## src/rtl/block_cipher_padding_engine_unit_defines.svh

```systemverilog
// Assertion macros shared by the padding engine modules.
// Define NO_ASSERTIONS to compile them out.
`ifndef BLOCK_CIPHER_PADDING_ENGINE_UNIT_DEFINES_SVH
`define BLOCK_CIPHER_PADDING_ENGINE_UNIT_DEFINES_SVH

`ifndef NO_ASSERTIONS
// property holds at every clock edge outside reset
`define BCPE_ASSERT(lbl, clk, rst, prop) \
   lbl: assert property (@(posedge clk) disable iff (rst) (prop)) \
      else $error("bcpe assertion failed");
// consequent holds in the cycle after the antecedent
`define BCPE_ASSERT_NEXT(lbl, clk, rst, ante, cons) \
   lbl: assert property (@(posedge clk) disable iff (rst) (ante) |=> (cons)) \
      else $error("bcpe assertion failed");
`else
`define BCPE_ASSERT(lbl, clk, rst, prop)
`define BCPE_ASSERT_NEXT(lbl, clk, rst, ante, cons)
`endif

`endif

```

## src/rtl/bcpe_pkg.sv

```systemverilog
`timescale 1ns / 1ps

package bcpe_pkg;

   // cipher block size in bytes
   localparam int BLOCK_BYTES = 16;
   // count 0..BLOCK_BYTES, byte index 0..BLOCK_BYTES-1
   localparam int CNT_W = $clog2(BLOCK_BYTES + 1);
   localparam int IDX_W = $clog2(BLOCK_BYTES);
   localparam int TOT_W = CNT_W + 1;

   // supplied random filler bytes
   localparam int RAND_BYTES = 15;

   // command queue between front and back
   localparam int FIFO_DEPTH = 2;
   localparam int FIFO_AW    = $clog2(FIFO_DEPTH);
   localparam int FIFO_CW    = $clog2(FIFO_DEPTH + 1);

   // pad schemes (code 3 behaves as PKCS7)
   localparam logic [1:0] SCHEME_PKCS7    = 2'd0;
   localparam logic [1:0] SCHEME_ISO10126 = 2'd1;
   localparam logic [1:0] SCHEME_X923     = 2'd2;
   localparam logic [1:0] SCHEME_RESERVED = 2'd3;

   // result status
   localparam logic [1:0] STATUS_OK          = 2'd0;
   localparam logic [1:0] STATUS_BAD_LENGTH  = 2'd1;
   localparam logic [1:0] STATUS_BAD_CONTENT = 2'd2;

   // register indexes
   localparam int CSR_IDX_W  = 1;
   localparam int CSR_DATA_W = 2;
   localparam logic [CSR_IDX_W-1:0] REG_PAD_SCHEME      = 1'd0;
   localparam logic [CSR_IDX_W-1:0] REG_STRIP_DIRECTION = 1'd1;

   typedef struct packed {
      logic [1:0] pad_scheme;
      logic       strip_direction;
   } cfg_type;

   // one command: optional lead byte, body bytes, optional status word
   typedef struct packed {
      logic                        lead_valid;
      logic [7:0]                  lead_byte;
      logic [CNT_W-1:0]            body_count;
      logic                        status_only;
      logic [1:0]                  status;
      logic                        msg_end;
      logic [BLOCK_BYTES-1:0][7:0] body;
   } cmd_type;

   typedef struct packed {
      logic [7:0] out_byte;
      logic       has_byte;
      logic       run_end;
      logic       message_end;
      logic [1:0] status;
   } rsp_type;

endpackage

```

## src/rtl/block_cipher_padding_engine_unit.sv

```systemverilog
`timescale 1ns / 1ps
// A byte's first result passes through the command queue and then the output register.
// Throughput: one byte per cycle while no pad burst runs and the output is not stalled;
// a final byte adds a burst of pad bytes (pad) or of kept bytes or a status word (strip),
// sent by the back-end sequencer at one word per cycle while the output accepts. A 2-entry
// command queue lets the front keep accepting during short bursts.
// Reset (synchronous, active high): config, counters and queue clear; held bytes undefined.

module block_cipher_padding_engine_unit (
   input  logic                                clock,
   input  logic                                reset,
   // req_tdata: [7:0] data_byte, [71:8] fill_random_low, [127:72] fill_random_high
   input  logic                                req_tvalid,
   output logic                                req_tready,
   input  logic [127:0]                        req_tdata,
   input  logic                                req_tlast,
   // rsp_tdata: [7:0] out_byte, [9:8] status, [15:10] zero
   output logic                                rsp_tvalid,
   input  logic                                rsp_tready,
   output logic [15:0]                         rsp_tdata,
   // rsp_tuser: [0] has_byte, [1] run_end
   output logic [1:0]                          rsp_tuser,
   output logic                                rsp_tlast,
   input  logic                                csr_wr_en,
   input  logic [bcpe_pkg::CSR_IDX_W-1:0]      csr_index,
   input  logic [bcpe_pkg::CSR_DATA_W-1:0]     csr_wdata
);

   bcpe_pkg::cfg_type cfg_ff, cfg_in;
   bcpe_pkg::cmd_type front_cmd, head_cmd;
   bcpe_pkg::rsp_type rsp_word;
   logic              accept, push, full, pop, head_valid;

   // configuration registers
   always_comb begin
      cfg_in = cfg_ff;
      if (csr_wr_en) begin
         case (csr_index)
            bcpe_pkg::REG_PAD_SCHEME:      cfg_in.pad_scheme      = csr_wdata[1:0];
            bcpe_pkg::REG_STRIP_DIRECTION: cfg_in.strip_direction = csr_wdata[0];
            default:                       cfg_in = cfg_ff;
         endcase
      end
   end

   always_ff @(posedge clock) begin
      if (reset) begin
         cfg_ff <= '0;
      end else begin
         cfg_ff <= cfg_in;
      end
   end

   assign req_tready = !full;
   assign accept     = req_tvalid && req_tready;

   bcpe_front u_front (
      .clock            (clock),
      .reset            (reset),
      .cfg              (cfg_ff),
      .accept           (accept),
      .data_byte        (req_tdata[7:0]),
      .final_byte       (req_tlast),
      .fill_random_low  (req_tdata[71:8]),
      .fill_random_high (req_tdata[127:72]),
      .push             (push),
      .cmd              (front_cmd)
   );

   bcpe_fifo u_fifo (
      .clock    (clock),
      .reset    (reset),
      .push     (push),
      .wr_data  (front_cmd),
      .full     (full),
      .pop      (pop),
      .rd_valid (head_valid),
      .rd_data  (head_cmd)
   );

   bcpe_back u_back (
      .clock      (clock),
      .reset      (reset),
      .head_valid (head_valid),
      .head       (head_cmd),
      .pop        (pop),
      .rsp_tready (rsp_tready),
      .rsp_tvalid (rsp_tvalid),
      .rsp_word   (rsp_word)
   );

   assign rsp_tdata = {6'd0, rsp_word.status, rsp_word.out_byte};
   assign rsp_tuser = {rsp_word.run_end, rsp_word.has_byte};
   assign rsp_tlast = rsp_word.message_end;

endmodule

```

## src/rtl/bcpe_fifo.sv

```systemverilog
`timescale 1ns / 1ps
`include "block_cipher_padding_engine_unit_defines.svh"

module bcpe_fifo (
   input  logic              clock,
   input  logic              reset,
   input  logic              push,
   input  bcpe_pkg::cmd_type wr_data,
   output logic              full,
   input  logic              pop,
   output logic              rd_valid,
   output bcpe_pkg::cmd_type rd_data
);

   bcpe_pkg::cmd_type mem_ff [bcpe_pkg::FIFO_DEPTH];
   logic [bcpe_pkg::FIFO_AW-1:0] wr_ptr_ff, wr_ptr_in, rd_ptr_ff, rd_ptr_in;
   logic [bcpe_pkg::FIFO_CW-1:0] count_ff, count_in;

   // pointer and fill count
   always_comb begin
      wr_ptr_in = wr_ptr_ff;
      rd_ptr_in = rd_ptr_ff;
      count_in  = count_ff;
      if (push) begin
         wr_ptr_in = (wr_ptr_ff == bcpe_pkg::FIFO_AW'(bcpe_pkg::FIFO_DEPTH - 1)) ?
                     '0 : wr_ptr_ff + 1'b1;
      end
      if (pop) begin
         rd_ptr_in = (rd_ptr_ff == bcpe_pkg::FIFO_AW'(bcpe_pkg::FIFO_DEPTH - 1)) ?
                     '0 : rd_ptr_ff + 1'b1;
      end
      if (push && !pop) begin
         count_in = count_ff + 1'b1;
      end else if (pop && !push) begin
         count_in = count_ff - 1'b1;
      end
   end

   always_ff @(posedge clock) begin
      if (reset) begin
         wr_ptr_ff <= '0;
         rd_ptr_ff <= '0;
         count_ff  <= '0;
      end else begin
         wr_ptr_ff <= wr_ptr_in;
         rd_ptr_ff <= rd_ptr_in;
         count_ff  <= count_in;
      end
   end

   // storage, no reset
   always_ff @(posedge clock) begin
      if (push) begin
         mem_ff[wr_ptr_ff] <= wr_data;
      end
   end

   assign full     = count_ff == bcpe_pkg::FIFO_CW'(bcpe_pkg::FIFO_DEPTH);
   assign rd_valid = count_ff != '0;
   assign rd_data  = mem_ff[rd_ptr_ff];

   `BCPE_ASSERT(a_no_overflow, clock, reset, push |-> !full)
   `BCPE_ASSERT_NEXT(a_pop_drains, clock, reset, pop && !push, count_ff == $past(count_ff) - 1'b1)

endmodule

```

## src/rtl/bcpe_front.sv

```systemverilog
`timescale 1ns / 1ps

module bcpe_front (
   input  logic              clock,
   input  logic              reset,
   input  bcpe_pkg::cfg_type cfg,
   input  logic              accept,
   input  logic [7:0]        data_byte,
   input  logic              final_byte,
   input  logic [63:0]       fill_random_low,
   input  logic [55:0]       fill_random_high,
   output logic              push,
   output bcpe_pkg::cmd_type cmd
);

   logic [bcpe_pkg::IDX_W-1:0] pos_ff, pos_in, pos_next;
   logic [bcpe_pkg::CNT_W-1:0] hb_count_ff, hb_count_in, hb_n, pad_len, keep_len;
   logic [7:0]   hb_ff   [bcpe_pkg::BLOCK_BYTES];
   logic [7:0]   new_buf [bcpe_pkg::BLOCK_BYTES];
   logic [7:0]   rnd     [bcpe_pkg::RAND_BYTES];
   logic [119:0] rnd_word;
   logic         hb_full, len_bad, body_bad, is_iso, is_x923;
   logic [1:0]   strip_status;

   always_comb begin
      is_iso  = cfg.pad_scheme == bcpe_pkg::SCHEME_ISO10126;
      is_x923 = cfg.pad_scheme == bcpe_pkg::SCHEME_X923;

      rnd_word = {fill_random_high, fill_random_low};
      for (int k = 0; k < bcpe_pkg::RAND_BYTES; k++) begin
         rnd[k] = rnd_word[8*k +: 8];
      end

      // pad side: position in block and pad length
      pos_next = (pos_ff == bcpe_pkg::IDX_W'(bcpe_pkg::BLOCK_BYTES - 1)) ?
                 '0 : pos_ff + 1'b1;
      pad_len  = bcpe_pkg::CNT_W'(bcpe_pkg::BLOCK_BYTES) - bcpe_pkg::CNT_W'(pos_next);

      // strip side: holdback after taking this byte, oldest first
      hb_full = hb_count_ff == bcpe_pkg::CNT_W'(bcpe_pkg::BLOCK_BYTES);
      hb_n    = hb_full ? bcpe_pkg::CNT_W'(bcpe_pkg::BLOCK_BYTES) : hb_count_ff + 1'b1;
      for (int i = 0; i < bcpe_pkg::BLOCK_BYTES; i++) begin
         if (hb_full) begin
            new_buf[i] = (i == bcpe_pkg::BLOCK_BYTES - 1) ?
                         data_byte : hb_ff[(i + 1) % bcpe_pkg::BLOCK_BYTES];
         end else begin
            new_buf[i] = (bcpe_pkg::CNT_W'(i) == hb_count_ff) ? data_byte : hb_ff[i];
         end
      end

      // pad check: newest byte is the length
      len_bad  = (data_byte == 8'd0) || (data_byte > 8'(bcpe_pkg::BLOCK_BYTES)) ||
                 (data_byte > 8'(hb_n));
      keep_len = hb_n - data_byte[bcpe_pkg::CNT_W-1:0];
      body_bad = 1'b0;
      for (int i = 0; i < bcpe_pkg::BLOCK_BYTES; i++) begin
         if (!is_iso && !is_x923 && (bcpe_pkg::CNT_W'(i) >= keep_len) &&
             (bcpe_pkg::CNT_W'(i) < hb_n) && (new_buf[i] != data_byte)) begin
            body_bad = 1'b1;
         end
         if (is_x923 && (bcpe_pkg::CNT_W'(i) >= keep_len) &&
             (bcpe_pkg::CNT_W'(i) < hb_n - 1'b1) && (new_buf[i] != 8'd0)) begin
            body_bad = 1'b1;
         end
      end
      strip_status = len_bad  ? bcpe_pkg::STATUS_BAD_LENGTH :
                     body_bad ? bcpe_pkg::STATUS_BAD_CONTENT : bcpe_pkg::STATUS_OK;

      // build the command word
      cmd.lead_valid  = 1'b0;
      cmd.lead_byte   = data_byte;
      cmd.body_count  = '0;
      cmd.status_only = 1'b0;
      cmd.status      = bcpe_pkg::STATUS_OK;
      cmd.msg_end     = final_byte;
      pos_in          = pos_ff;
      hb_count_in     = hb_count_ff;
      push            = 1'b0;
      if (!cfg.strip_direction) begin
         cmd.lead_valid = 1'b1;
         cmd.body_count = final_byte ? pad_len : '0;
         for (int j = 0; j < bcpe_pkg::BLOCK_BYTES; j++) begin
            if (bcpe_pkg::CNT_W'(j) == pad_len - 1'b1) begin
               cmd.body[j] = 8'(pad_len);
            end else if (is_iso) begin
               cmd.body[j] = rnd[j % bcpe_pkg::RAND_BYTES];
            end else if (is_x923) begin
               cmd.body[j] = 8'd0;
            end else begin
               cmd.body[j] = 8'(pad_len);
            end
         end
         push = accept;
         if (accept) begin
            pos_in = final_byte ? '0 : pos_next;
         end
      end else begin
         cmd.lead_valid = hb_full;
         cmd.lead_byte  = hb_ff[0];
         for (int j = 0; j < bcpe_pkg::BLOCK_BYTES; j++) begin
            cmd.body[j] = new_buf[j];
         end
         if (final_byte) begin
            cmd.status      = strip_status;
            cmd.body_count  = (strip_status == bcpe_pkg::STATUS_OK) ? keep_len : '0;
            cmd.status_only = (strip_status != bcpe_pkg::STATUS_OK) || (keep_len == '0);
         end
         push = accept && (hb_full || final_byte);
         if (accept) begin
            hb_count_in = final_byte ? '0 : hb_n;
         end
      end
   end

   always_ff @(posedge clock) begin
      if (reset) begin
         pos_ff      <= '0;
         hb_count_ff <= '0;
      end else begin
         pos_ff      <= pos_in;
         hb_count_ff <= hb_count_in;
      end
   end

   // holdback bytes, valid only below the count
   always_ff @(posedge clock) begin
      if (accept && cfg.strip_direction) begin
         for (int i = 0; i < bcpe_pkg::BLOCK_BYTES; i++) begin
            hb_ff[i] <= new_buf[i];
         end
      end
   end

endmodule

```

## src/rtl/bcpe_back.sv

```systemverilog
`timescale 1ns / 1ps
`include "block_cipher_padding_engine_unit_defines.svh"

module bcpe_back (
   input  logic              clock,
   input  logic              reset,
   input  logic              head_valid,
   input  bcpe_pkg::cmd_type head,
   output logic              pop,
   input  logic              rsp_tready,
   output logic              rsp_tvalid,
   output bcpe_pkg::rsp_type rsp_word
);

   logic [bcpe_pkg::CNT_W-1:0] idx_ff, idx_in, body_idx;
   logic [bcpe_pkg::TOT_W-1:0] last_idx;
   logic              is_lead, in_body, is_last, advance;
   logic              rsp_valid_ff, rsp_valid_in;
   bcpe_pkg::rsp_type item, rsp_ff, rsp_in;

   // sequence: lead byte, body bytes, then the status word
   always_comb begin
      is_lead  = head.lead_valid && (idx_ff == '0);
      body_idx = idx_ff - bcpe_pkg::CNT_W'(head.lead_valid);
      in_body  = !is_lead && (body_idx < head.body_count);
      last_idx = bcpe_pkg::TOT_W'(head.body_count) + bcpe_pkg::TOT_W'(head.lead_valid) +
                 bcpe_pkg::TOT_W'(head.status_only) - 1'b1;
      is_last  = bcpe_pkg::TOT_W'(idx_ff) == last_idx;

      item.out_byte    = is_lead ? head.lead_byte :
                         in_body ? head.body[body_idx[bcpe_pkg::IDX_W-1:0]] : 8'd0;
      item.has_byte    = is_lead || in_body;
      item.run_end     = is_last;
      item.message_end = is_last && head.msg_end;
      item.status      = (!is_lead && !in_body) ? head.status : bcpe_pkg::STATUS_OK;

      // output register loads whenever a command waits and the register is empty or being drained
      advance      = head_valid && (!rsp_valid_ff || rsp_tready);
      pop          = advance && is_last;
      idx_in       = advance ? (is_last ? '0 : idx_ff + 1'b1) : idx_ff;
      rsp_valid_in = advance ? 1'b1 : (rsp_tready ? 1'b0 : rsp_valid_ff);
      rsp_in       = advance ? item : rsp_ff;
   end

   always_ff @(posedge clock) begin
      if (reset) begin
         idx_ff       <= '0;
         rsp_valid_ff <= 1'b0;
      end else begin
         idx_ff       <= idx_in;
         rsp_valid_ff <= rsp_valid_in;
      end
   end

   always_ff @(posedge clock) begin
      rsp_ff <= rsp_in;
   end

   assign rsp_tvalid = rsp_valid_ff;
   assign rsp_word   = rsp_ff;

   `BCPE_ASSERT(a_status_word_ends_msg, clock, reset, rsp_valid_ff && !rsp_ff.has_byte |-> rsp_ff.message_end)
   `BCPE_ASSERT(a_msg_end_ends_run, clock, reset, rsp_valid_ff && rsp_ff.message_end |-> rsp_ff.run_end)
   `BCPE_ASSERT(a_status_no_byte, clock, reset, rsp_valid_ff && (rsp_ff.status != bcpe_pkg::STATUS_OK) |-> !rsp_ff.has_byte)
   `BCPE_ASSERT(a_idx_in_range, clock, reset, head_valid |-> (bcpe_pkg::TOT_W'(idx_ff) <= last_idx))

endmodule

```

## config.mk

```make
export PLATFORM = sky130hd
export DESIGN_NAME = block_cipher_padding_engine_unit
export DESIGN_NICKNAME = d
export VERILOG_FILES = /design/src/rtl/bcpe_pkg.sv /design/src/rtl/block_cipher_padding_engine_unit.sv /design/src/rtl/bcpe_fifo.sv /design/src/rtl/bcpe_front.sv /design/src/rtl/bcpe_back.sv
export VERILOG_INCLUDE_DIRS = /design/src /design/src/rtl
export SDC_FILE = /design/constraint.sdc
export NUM_CORES = 1
export LEC_CHECK = 0
export BUFFER_PORTS_ARGS = -buffer_cell sky130_fd_sc_hd__buf_2
export CAP_MARGIN = 20
export CORE_MARGIN = 5
export CORE_UTILIZATION = 45
export CTS_BUF_LIST = sky130_fd_sc_hd__clkbuf_4 sky130_fd_sc_hd__clkbuf_8
export DETAILED_ROUTE_END_ITERATION = 6
export PLACE_DENSITY = 0.67
export REMOVE_ABC_BUFFERS = 1
export SLEW_MARGIN = 5
export SYNTH_ARGS = -nofsm -noshare
export SYNTH_HDL_FRONTEND = slang
export SYNTH_SLANG_ARGS = --single-unit
```

## constraint.sdc

```tcl
create_clock -name clock -period 16.5 [get_ports clock]
set_clock_uncertainty 0.15 [all_clocks]
set_input_delay 3.3 -clock clock [delete_from_list [all_inputs] [get_ports clock]]
set_output_delay 3.3 -clock clock [all_outputs]
set_load 0.05 [all_outputs]
```

==> results of run 1 <==
[cells by family after synthesis]
group           count (synthesis)
simple gates                 1000
compound gates                767
flops                         456
buf+inv                       302
mux                           149
xor+xnor                       76
fa+ha+maj                      41
other cells                     1
[where the power goes]
group / leakage, nW / internal, W / total (W) / switching [W]
Sequential: 4.16 / 0.00141 / 0.00146 / 0.0000446
Clock: 0.827 / 0.000564 / 0.00107 / 0.000504
Combinational: 5.71 / 0.000309 / 0.000870 / 0.000562
Total: 10.7 / 0.00229 / 0.00340 / 0.00111
[cell usage in the layout (no fill, tap or decap), drive strengths merged, types with 31 or more instances in the layout]
master / synthesis / routed
a21o: 34 / 34
a21oi: 110 / 110
a221o: 48 / 48
a221oi: 54 / 54
a22oi: 43 / 43
a31oi: 97 / 97
and3: 31 / 31
buf: 87 / 209
clkbuf: 170 / 98
clkinv: 4 / 37
edfxtp: 433 / 433
ha: 39 / 39
inv: 41 / 45
mux2i: 52 / 52
mux4: 80 / 80
nand2: 403 / 403
nand3: 58 / 58
nor2: 224 / 224
nor3: 106 / 106
o21ai: 164 / 164
o221ai: 33 / 33
xnor2: 49 / 49
[through the flow]
stage          utilization [%]  cell area, um^2
2_1_floorplan                -            27470
3_3_place_gp             47.58            29900
3_5_place_dp             47.58            29900
4_1_cts                  50.08            31480
5_1_grt                  50.09            31480
6_report                 50.11            31490
[worst paths after layout]
check / startpoint / end / slack [ns] / depth (start not counted)
max: req_tdata[2] / u_fifo.mem_ff[0][133] / 9.11 / 15
min: u_fifo.rd_ptr_ff / u_fifo.rd_ptr_ff / 0.36 / 2
max reg2reg: u_front.hb_count_ff[0] / u_fifo.mem_ff[0][133] / 10.29 / 14
min reg2reg: u_fifo.rd_ptr_ff / u_fifo.rd_ptr_ff / 0.36 / 2
[registers in the layout, summed over array words and instances (netlist names), 2 cells and up, named ones only]
signal / flops
u_fifo.count_ff: 2
u_front.pos_ff: 4
u_back.rsp_word: 13
cfg_ff: 3
u_back.idx_ff: 5
u_fifo.mem_ff: 292
u_front.hb_count_ff: 5
u_front.hb_ff: 128
[synthesized netlist by cell type, types with 22 or more instances]
library cell | instances | share of area [%]
edfxtp_1 | 433 | 46
nand2_1 | 403 | 5.3
nor2_1 | 224 | 2.9
clkbuf_1 | 170 | 2.2
o21ai_0 | 163 | 2.9
a21oi_1 | 110 | 1.9
nor3_1 | 105 | 1.8
a31oi_1 | 96 | 2.1
mux4_2 | 80 | 6.3
nand3_1 | 57 | 1.0
a221oi_1 | 54 | 1.7
mux2i_1 | 52 | 1.8
a221o_1 | 48 | 1.7
xnor2_1 | 48 | 1.5
buf_2 | 47 | 0.83
a22oi_1 | 43 | 1.1
inv_1 | 41 | 0.54
ha_1 | 39 | 1.7
a21o_1 | 34 | 0.90
o221ai_1 | 33 | 1.0
and3_1 | 31 | 0.68
buf_1 | 31 | 0.41
xor2_1 | 26 | 0.80
nor4_1 | 25 | 0.55
o21a_1 | 25 | 0.66
dfxtp_1 | 23 | 1.6
o32ai_1 | 22 | 0.68
[area by class of cell]
cell class | instances | share of cell area, %
diodes | 6 | 0.04768
clock inverters | 42 | 1.049
clock buffers | 98 | 3.945
inverters | 45 | 0.5443
well taps | 846 | 3.361
multi-input cells | 2039 | 44.37
repair buffers | 209 | 3.901
flip-flops and latches | 456 | 42.79
[tightest hold or removal path: stages, from the launching register on]
cell     delay (ns)
dfxtp_1        0.32
xor2_1         0.08
nor2_1         0.07
[routing by layer]
metal / vias to the layer above / routed length (um)
li1: 10877 / -
met1: 12639 / 46840
met3: 252 / 13410
met4: 4 / 4399
met5: - / 21
met2: 1687 / 50520
==> out/metrics.yaml, run 1 <==
status: "finished, violations left"
failed_checks: "DRC"
clk_latency_ns: 0.70
regArea_um2: 13470
finalPower_w: 0.003398
cts.sinks: 456
yosys.area_share.simple_pct: 16.62
gr-usage-met3_pct: 7.475
syn_inst: 2792
post-cts-setup-buffers: 0
crit_fanout: 44
place.gp.congestion: 1.000
required_ns: 16.73
crit_chain: "buf_2, buf_4, inv_1, buf_4, ha_1, nand2b_1, a21oi_1, xor2_1, buf_4, nor3_1, o311ai_0, nand4_1, nor4_4, nand3_2, o32ai_1"
crit_path_start_kind: "input pin"
dp_cells: 3595
cts_buffers: 80
grt-ovfl-total: 0
synth_compound_area_share_pct: 18.75
wl_per_cell_um: 30.79
clockBufferDepth: 3
cts-root-buf: "clkbuf_8"
grt_pass1_vias: 23577
synthAdderAreaFrac_pct: 1.852
synth_top_family_by_area: "compound AO/OA/AOI/OAI gates"
ant_nets: 0
fin_crit_ns: 7.385
max_freq_mhz: 135.4
worstSetupPathType: "input pin to flip-flop"
power.leakage_nw: 10.70
synthFlopType: "edfxtp_1"
slowest_delay_ns: 0.78
cts_tree: "yes"
grt_max_degree: 211
peakVddDrop_uv: 59.43
num_io_pins: 158
grt_pass1_wl_um: 165100
cts_resized: 0
layout-drive-gt1-share_pct: 16.65
cp_common_cell: "buf_4"
drc: 3
synth-xor-area-share_pct: 2.410
die_w_um: 261.7
core_area_um2: 62850
final_cell_count_no_fill: 3741
die_h_um: 261.7
post-place-ws_ns: 8.544
antenna_found_initial: 9
syn_area_um2: 28500
grtUsageMet2_pct: 49.18
drt-initial-drc-count: 4148
power_density_nw_per_um2: 107.9
crit_path_end_kind: "flip-flop"
drv_slew: 0
met1_usage_pct: 46.76
via_per_inst: 6.805
synth_edf_count: 433
drv_cap: 0
via_count: 25459
wl_um: 115200
cpMaxStageDelayCell: "nor3_1"
portBuffers: 151
grtUsageTotal_pct: 32.63
avgSynthCellArea_um2: 10.21
crit_family: "buffers and inverters"
synthMuxAreaShare_pct: 8.819
clk_pin_slew_worst_paths_ns: 0.06
path_buf_inv: 5
hold_class: "flip-flop to flip-flop"
area_delta_synth_final_pct: 10.49
dieArea_um2: 68470
start_util_pct: 45.35
finalSetupViolCount: 0
whs_ns: 0.3579
setup_slack_ns: 9.115
crit_arrival_ns: 7.62
nFillCells: 5711
top_usage_layer: "met2"
async_flop_share_pct: 0
num_rows: 92
hold_violations: 0
fin_tns_setup_ns: 0
postCtsHoldBufs: 0
synth-seq-cells: 456
relSlewSlack_pct: 20.59
drt-pass1-iter-count: 7
rsz0062_at_grt: "false"
nets: 3009
multi_input_area_um2: 13970
dp_hpwl_um: 80170
synth_seq_area_share_pct: 47.23
tightestPinTransition_ns: 1.186
yosysUniqueCellTypes: 90
fin_crit_sh_pct: 44.76
yosysWarnings: 0
htreeDepth: 3
No activity file was read; power rests on OpenSTA's default activity.
==> inputs of run 2 (changes only) <==
Settings changed: ABC_AREA from default to 1.
Clock period 16.5 ns to 7.47 ns, I/O delays scaled along.
==> out/metrics.yaml, run 2 <==
yosys-top-cells-count: "1224 x nand2_1, 435 x nand3_1, 433 x edfxtp_1"
nFillCells: 5877  # +2.9%
worstSetupPathType: "flip-flop to flip-flop"
final_common_cell: "nand2_1"
antenna_found_initial: 7  # -2
top_register: "u_fifo.mem_ff"
die_h_um: 259.2  # -0.94%
grtUsageTotal_pct: 30.78  # -1.9 points
synth_seq_area_share_pct: 48.17  # +0.94 points
relSlewSlack_pct: 21.78  # +1.2 points
hold_class: "flip-flop to flip-flop"
nets: 3851  # +28%
p_clk_share_pct: 32.3  # +0.9 points
start_util_pct: 45.37  # about the same
synth.most_common_cell: "nand2_1"
clk_pin_slew_worst_paths_ns: 0.06  # about the same
via_per_inst: 5.876  # -14%
required_ns: 7.70  # -9.03 ns
dp_cells: 4429  # +23%
yosysUniqueCellTypes: 48  # -47%
postCtsHoldBufs: 0  # unchanged
cts_tree: "yes"
avgSynthCellArea_um2: 7.772  # -24%
finalSetupViolCount: 0  # unchanged
final_cell_count_no_fill: 4572  # +22%
wl_um: 107800  # -6.4%
grt-ovfl-total: 0  # unchanged
power_density_nw_per_um2: 235.7  # +120%
drt-initial-drc-count: 4102  # -1.1%
grt_pass1_vias: 23940  # +1.5%
max_freq_mhz: 193.3
p_int_w: 0.004821  # +110%
num_io_pins: 158  # unchanged
post-cts-setup-buffers: 0  # unchanged
fin_crit_sh_pct: 69.25
dp_hpwl_um: 75350  # -6.0%
synth_edf_count: 433  # unchanged
status: "finished, final reports clean"
cts_resized: 0  # unchanged
fin_tns_setup_ns: 0  # unchanged
switching_share_pct: 33.88  # +1.2 points
r2r_slack_ns: 2.30  # -7.99 ns
tightestPinTransition_ns: 1.161  # -0.02458 ns
rsz0062_at_grt: "false"
grt_pass1_wl_um: 155500  # -5.9%
async_flop_share_pct: 0  # unchanged
fin_crit_ns: 5.173
core_area_um2: 61600  # -2.0%
layout-drive-gt1-share_pct: 10.58  # -6.1 points
synthFlopType: "edfxtp_1"
drv_slew: 0  # unchanged
cts.sinks: 456  # unchanged
dieArea_um2: 67190  # -1.9%
place.gp.congestion: 0.9770  # -2.3%
synth_area_leaders: "edfxtp_1 47%, nand2_1 16%, nand3_1 7.8%"
drt-pass1-iter-count: 7  # unchanged
cts_buffers: 79  # -1.3%
hold_violations: 0  # unchanged
syn_area_um2: 27950  # -2.0%
yosysTopAreaCellShare_pct: 46.53  # +0.91 points
seqPwrFrac_pct: 43.0  # about the same
via_count: 26866  # +5.5%
htreeDepth: 3  # unchanged
largest_reg_flops: 292  # unchanged
num_rows: 91  # -1.1%
cts-root-buf: "clkbuf_8"
power.switching_w: 0.002470  # +120%
crit_arrival_ns: 5.40  # -2.22 ns
yosysWarnings: 0  # unchanged
crit_path_end_kind: "flip-flop"
synth_top_area_cell: "edfxtp_1"
clockBufferDepth: 3  # unchanged
grt_max_degree: 134  # -36%
layout_common_cells: "1224 x nand2_1, 435 x nand3_1, 433 x edfxtp_1, 263 x inv_1, 202 x nor2_1"
portBuffers: 151  # unchanged
drc: 0  # -3
combPwrFrac_pct: 24.7  # -0.9 points
die_w_um: 259.2  # -0.94%
crit_path_start_kind: "flip-flop"
power.leakage_nw: 12.74  # +19%
clk_latency_ns: 0.68  # -0.02 ns
peakVddDrop_uv: 116.8  # +97%
crit_fanout: 78  # +77%
syn_inst: 3596  # +29%
wl_per_cell_um: 23.59  # -23%
area_delta_synth_final_pct: 10.69
drv_cap: 0  # unchanged
ant_nets: 0  # unchanged
synth-seq-cells: 456  # unchanged
-- run 2: cell count changes after synthesis, moves of 54 or more --
cell / before / now
nand3_1: 57 / 435
mux4_2: 80 / 0
nand2_1: 403 / 1224
a21oi_1: 110 / 164
o211ai_1: 8 / 63
inv_1: 41 / 265
or2_1: 1 / 58
nor3_1: 105 / 10
a31oi_1: 96 / 3
-- run 2: critical path, stage by stage, from the launching register on --
cell and delay, ns:
dfxtp_1 0.46, inv_1 0.16, ha_1 0.43, nand3_4 0.20
buf_4 0.57, nand2_2 0.25, ha_1 0.29, fa_1 0.41
xnor2_1 0.43, nor2_1 0.14, o21ai_0 0.49, nor2_1 0.08
nand3_1 0.09, nand2_1 0.06, nor2_1 0.09, nand3_1 0.14
nor2_4 0.21, nand4_1 0.11, nand2_1 0.09, nor2_1 0.06
-- run 2: layout make-up --
cell class / count / area [um^2] / area share, %
Clock inverter: 38 / 269.0 / 0.8696
Sequential cell: 456 / 13470 / 43.53
Timing Repair Buffer: 198 / 1162 / 3.757
Antenna cell: 1 / 2.502 / 0.008089
Tap cell: 837 / 1047 / 3.385
Inverter: 299 / 1130 / 3.652
Multi-Input combinational cell: 2639 / 12560 / 40.59
Clock buffer: 104 / 1300 / 4.202
-- run 2: worst paths after layout --
kind,start,end,depth (start not counted)
worst min-delay path,u_fifo.rd_ptr_ff,flip-flop,2
worst max-delay path,u_front.hb_count_ff[0],u_fifo.mem_ff[0][131],19
worst max register to register,u_front.hb_count_ff[0],u_fifo.mem_ff[0][131],19
worst min register to register,u_fifo.rd_ptr_ff,flip-flop,2
-- run 2: cells by family after synthesis --
logic type	after synthesis	share of synthesized area (%)
compound gates	534	11.07
xor+xnor	31	0.9715
fa+ha+maj	41	1.889
buf+inv	506	7.127
flops	456	48.17
mux	3	0.1075
other cells	1	0.01342
simple gates	2024	30.65
-- run 2: per-stage QoR --
stage          instance area [um^2]  worst slack (ns)  hold WS, ns  utilization [%]  power, W
2_1_floorplan                 27100            -2.645       0.2975                -  0.004239
3_3_place_gp                  29350             2.109       0.3119            47.65  0.004921
3_5_place_dp                  29360             2.148       0.3134            47.67  0.004938
4_1_cts                       30930             2.320       0.3241            50.22  0.007263
5_1_grt                       30930             1.745       0.3668            50.22  0.007541
6_report                      30930             2.297       0.3227            50.22  0.007291
-- run 2: per-layer routing --
| layer | up-vias | track usage, % | routed length [um] |
|---|---|---|---|
| li1 | 12281 | - | - |
| met4 | 8 | 14.21 | 5410 |
| met3 | 264 | 8.005 | 13840 |
| met1 | 12553 | 42.55 | 42420 |
| met5 | - | 0 | 59 |
| met2 | 1760 | 45.58 | 46100 |
-- run 2: power by group through the flow --
| stage | sequential [W] | combinational [W] | clock (W) |
|---|---|---|---|
| floorplan | 0.00331 | 0.000930 | 0 |
| global placement | 0.00318 | 0.00174 | 0 |
| detailed placement | 0.00319 | 0.00175 | 0 |
| CTS | 0.00313 | 0.00176 | 0.00237 |
| global route | 0.00315 | 0.00190 | 0.00249 |
| finish | 0.00314 | 0.00180 | 0.00236 |
